**config.mk**
```make
export PLATFORM = sky130hd
export DESIGN_NAME = mpr_ram
export DESIGN_NICKNAME = d
export VERILOG_FILES = /design/src/design/mpr_ram.sv
export SDC_FILE = /design/constraint.sdc
export NUM_CORES = 2
export LEC_CHECK = 0
export BUFFER_PORTS_ARGS = -buffer_cell sky130_fd_sc_hd__buf_2
export CAP_MARGIN = 20
export CORE_ASPECT_RATIO = 0.9
export CORE_MARGIN = 3
export CORE_UTILIZATION = 62
export CTS_BUF_LIST = sky130_fd_sc_hd__clkbuf_4 sky130_fd_sc_hd__clkbuf_8
export DETAILED_ROUTE_END_ITERATION = 8
export HOLD_SLACK_MARGIN = 0.1
export PLACE_DENSITY = 0.81
export SETUP_SLACK_MARGIN = 0.4
export SYNTH_ARGS = -nofsm -noshare
export SYNTH_HDL_FRONTEND = slang
export SYNTH_SLANG_ARGS = --single-unit
```
**constraint.sdc**
```tcl
create_clock -name clk -period 3.25 [get_ports clk]
set_input_delay 0.4875 -clock clk [delete_from_list [all_inputs] [get_ports clk]]
set_output_delay 0.4875 -clock clk [all_outputs]
set_load 0.005 [all_outputs]
```
**src/design/mpr_ram.sv**
```systemverilog
// generic single write port, single read port ram with registered read
module mpr_ram #(
    parameter int WIDTH = 8,
    parameter int DEPTH = 256
) (
    input  logic                     clk,
    input  logic                     wr_en,
    input  logic [$clog2(DEPTH)-1:0] wr_addr,
    input  logic [WIDTH-1:0]         wr_data,
    input  logic [$clog2(DEPTH)-1:0] rd_addr,
    output logic [WIDTH-1:0]         rd_data
);

    logic [WIDTH-1:0] mem [DEPTH];

    always_ff @(posedge clk)
    begin
        if (wr_en)
        begin
            mem[wr_addr] <= wr_data;
        end
        rd_data <= mem[rd_addr];
    end

endmodule

```
==> out/qor.csv <==
metric;value;unit
area growth from synthesis to layout;13.9;%
library cells used by synthesis;55;
critical path cell sequence;mux4_2, mux4_2, nor2b_1, nor4_1, buf_4, nor4_1;
Setup crit end kind;register;
Critical Path AT;3.58;ns
die height;346;µm
Top Layer Used;met5;
post-route ant nets;0;
GRT Util Overall;30.4;%
Hold Path Class;input pin to register;
clk slew on worst S/H paths;0.06;ns
root buf cell;clkbuf_8;
drt pass-1 iters;6;
worst skew pair latency;0.99;ns
die width;384;µm
worst relative slew slack;21.8;%
WL met3;28.8;mm
GP Congestion;0.892;
vias post-DR;42527;
hold slack;0.140;ns
sequential-to-total area share from yosys stat;77.5;%
Async SR Flop Fraction;0;%
top cell type by total area after synthesis;edfxtp_1;
Top delay family on crit path;multiplexers;
WP buf/inv;1;
fin util;71.3;%
area of the mapped netlist;79600;µm²
post-synthesis register bit count;2056;
Leak;0.0292;µW
Initial Util;62.5;%
Routed WL;198;mm
share of the synthesized area in the top cell type;77.3;%
DR DRC count;0;
num rows;124;
most frequent cells in the layout;edfxtp_1, mux4_2, buf_4;
number of synthesized flops with an enable pin;2048;
CTS Buf Count;317;
Syn. warnings;0;
flop2flop setup slack;0.48;ns
Fin. Hold Viols;0;
Met1 Wirelength;69.9;mm
core area;127000;µm²
first-pass GRT wire length;291;mm
Synth Net Count;3759;
CTS Sinks;2056;
VDD IR-drop max;0.000567;V
CTS H-Tree Depth;5;
maxcap violations;0;
status;finished clean;
Pwr per Cell Area;580;nW/µm²
Tmin final;2.77;ns
layout cell share with drive strength beyond 1;31.8;%
Slew Limit Fails;0;
RSZ-0062 raised after global routing;no;
Final Skew;0.0623;ns
vias in the first global route;42887;
type of the worst setup path;register to register;
final worst slack;0.484;ns
# setup viols final;0;
Die ar.;133000;µm²
io pins;34;
CP peak stage delay;0.72;ns
WL/cell;31.7;µm
CTS tree;yes;
initial antenna violation count;9;
Port Buffers;33;
metal2 WL;91.4;mm
Slew @ Worst Pin;1.16;ns
final HPWL from detailed placement;123;mm
Avg Cell Area, Syn;21.3;µm²
worst-path fanout max;1;
Top FF cell, synth;edfxtp_1;
most common cell after layout, fill and taps aside;edfxtp_1;
total grt overflow;0;
crit path launch type;register;
vias per inst;6.79;
Slowest-stage cell, CP;nor4_1;
DRT iter0 DRCs;6889;
Syn Inst Count;3733;
post-place setup slack;-0.385;ns
maximum clock path buffer count;4;
pin count of the biggest net entering global routing;134;
Worst Path Required;4.07;ns
crit share post-route;85.1;%
synth top area cells;edfxtp_1, mux4_2, mux2i_1;
Final #Nets;4356;
FMAX;362;MHz
==> final timing paths <==
| path | startpoint | to | cells after the start |
|---|---|---|---|
| min reg2reg | mem[103][7] | rd_data[7] | 5 |
| max | mem[67][4] | rd_data[4] | 6 |
| min | wr_data[6] | mem[74][6] | 1 |
| max reg2reg | mem[67][4] | rd_data[4] | 6 |
==> cell families (layout without fill, tap and decap cells) <==
kind of cell	count (synthesis)	after routing	synth area share, %
AO/OA/AOI/OAI	385	385	3.42
AND/OR/NAND/NOR	466	466	2.63
multiplexers	591	591	14.6
other	0	10	0
buffers and inverters	235	1056	1.83
flip-flops	2056	2056	77.5
==> synthesized netlist by cell type (2+ instances only) <==
library cell / n
buf_6: 21
a311oi_1: 2
nor2_1: 282
and3b_1: 2
nor2b_1: 31
nor4_2: 3
mux4_2: 454
a31oi_1: 2
nand3b_1: 2
buf_1: 22
a211oi_1: 16
nor3_1: 22
mux4_1: 2
buf_2: 31
o221ai_1: 46
o22a_1: 5
buf_12: 8
mux2i_1: 134
buf_4: 27
dfxtp_1: 8
nand2b_1: 8
a2111oi_1: 2
a21oi_1: 96
nand4_1: 10
a22o_1: 8
nor4_1: 24
buf_8: 13
nand3_1: 34
a22oi_1: 133
clkbuf_1: 111
and2_1: 6
a2111oi_0: 2
o21ai_0: 10
o21ai_1: 2
a221oi_1: 13
o211ai_1: 10
edfxtp_1: 2048
or2_2: 4
o32ai_1: 4
o22ai_1: 28
nand2_1: 33
==> registers in the layout (all words and copies together), names as in the netlist <==
register  flops
mem        2048
rd_data       8
==> metrics by stage <==
stage / cell area [µm²] / total power, µW / TNS (ns) / cells
2_1_floorplan: 79600 / 31200 / 0 / 3733
3_3_place_gp: 84600 / 32500 / -1.18 / 5708
3_5_place_dp: 84600 / 32600 / -1.50 / 5708
4_1_cts: 90600 / 52700 / 0 / 6254
5_1_grt: 90600 / 54000 / 0 / 6257
6_report: 90600 / 52500 / 0 / 6265
==> layout make-up <==
cell class / count / area (µm²)
flip-flops and latches: 2056 / 61700
clock buffers: 431 / 5290
clock inverters: 112 / 638
diodes: 10 / 25.0
repair buffers: 511 / 4400
inverters: 2 / 7.51
multi-input cells: 1442 / 16500
fillers: 6910 / 36600
well taps: 1701 / 2130
==> routing by layer <==
metal  global-route usage, %  up-vias
met5                   0.399        -
li1                        -    16899
met4                    12.3        4
met1                    43.7    21665
met3                    8.71      551
met2                    44.8     3408
==> what timing repair did <==
action,in CTS,in global routing
hold buffers,3,0
hold endpoints to repair,85,0
resized for setup,0,1
buffers inserted,0,0
endpoints found under the setup margin,0,1
==> report_power, final <==
group | leakage [µW] | switching (µW) | total [µW] | internal, µW
registers | 0.0185 | 51.6 | 29300 | 29200
clock network | 0.00313 | 9470 | 20500 | 11000
logic | 0.00761 | 1780 | 2810 | 1030
total | 0.0292 | 11300 | 52500 | 41200
Power figures use the tool's default switching activity.
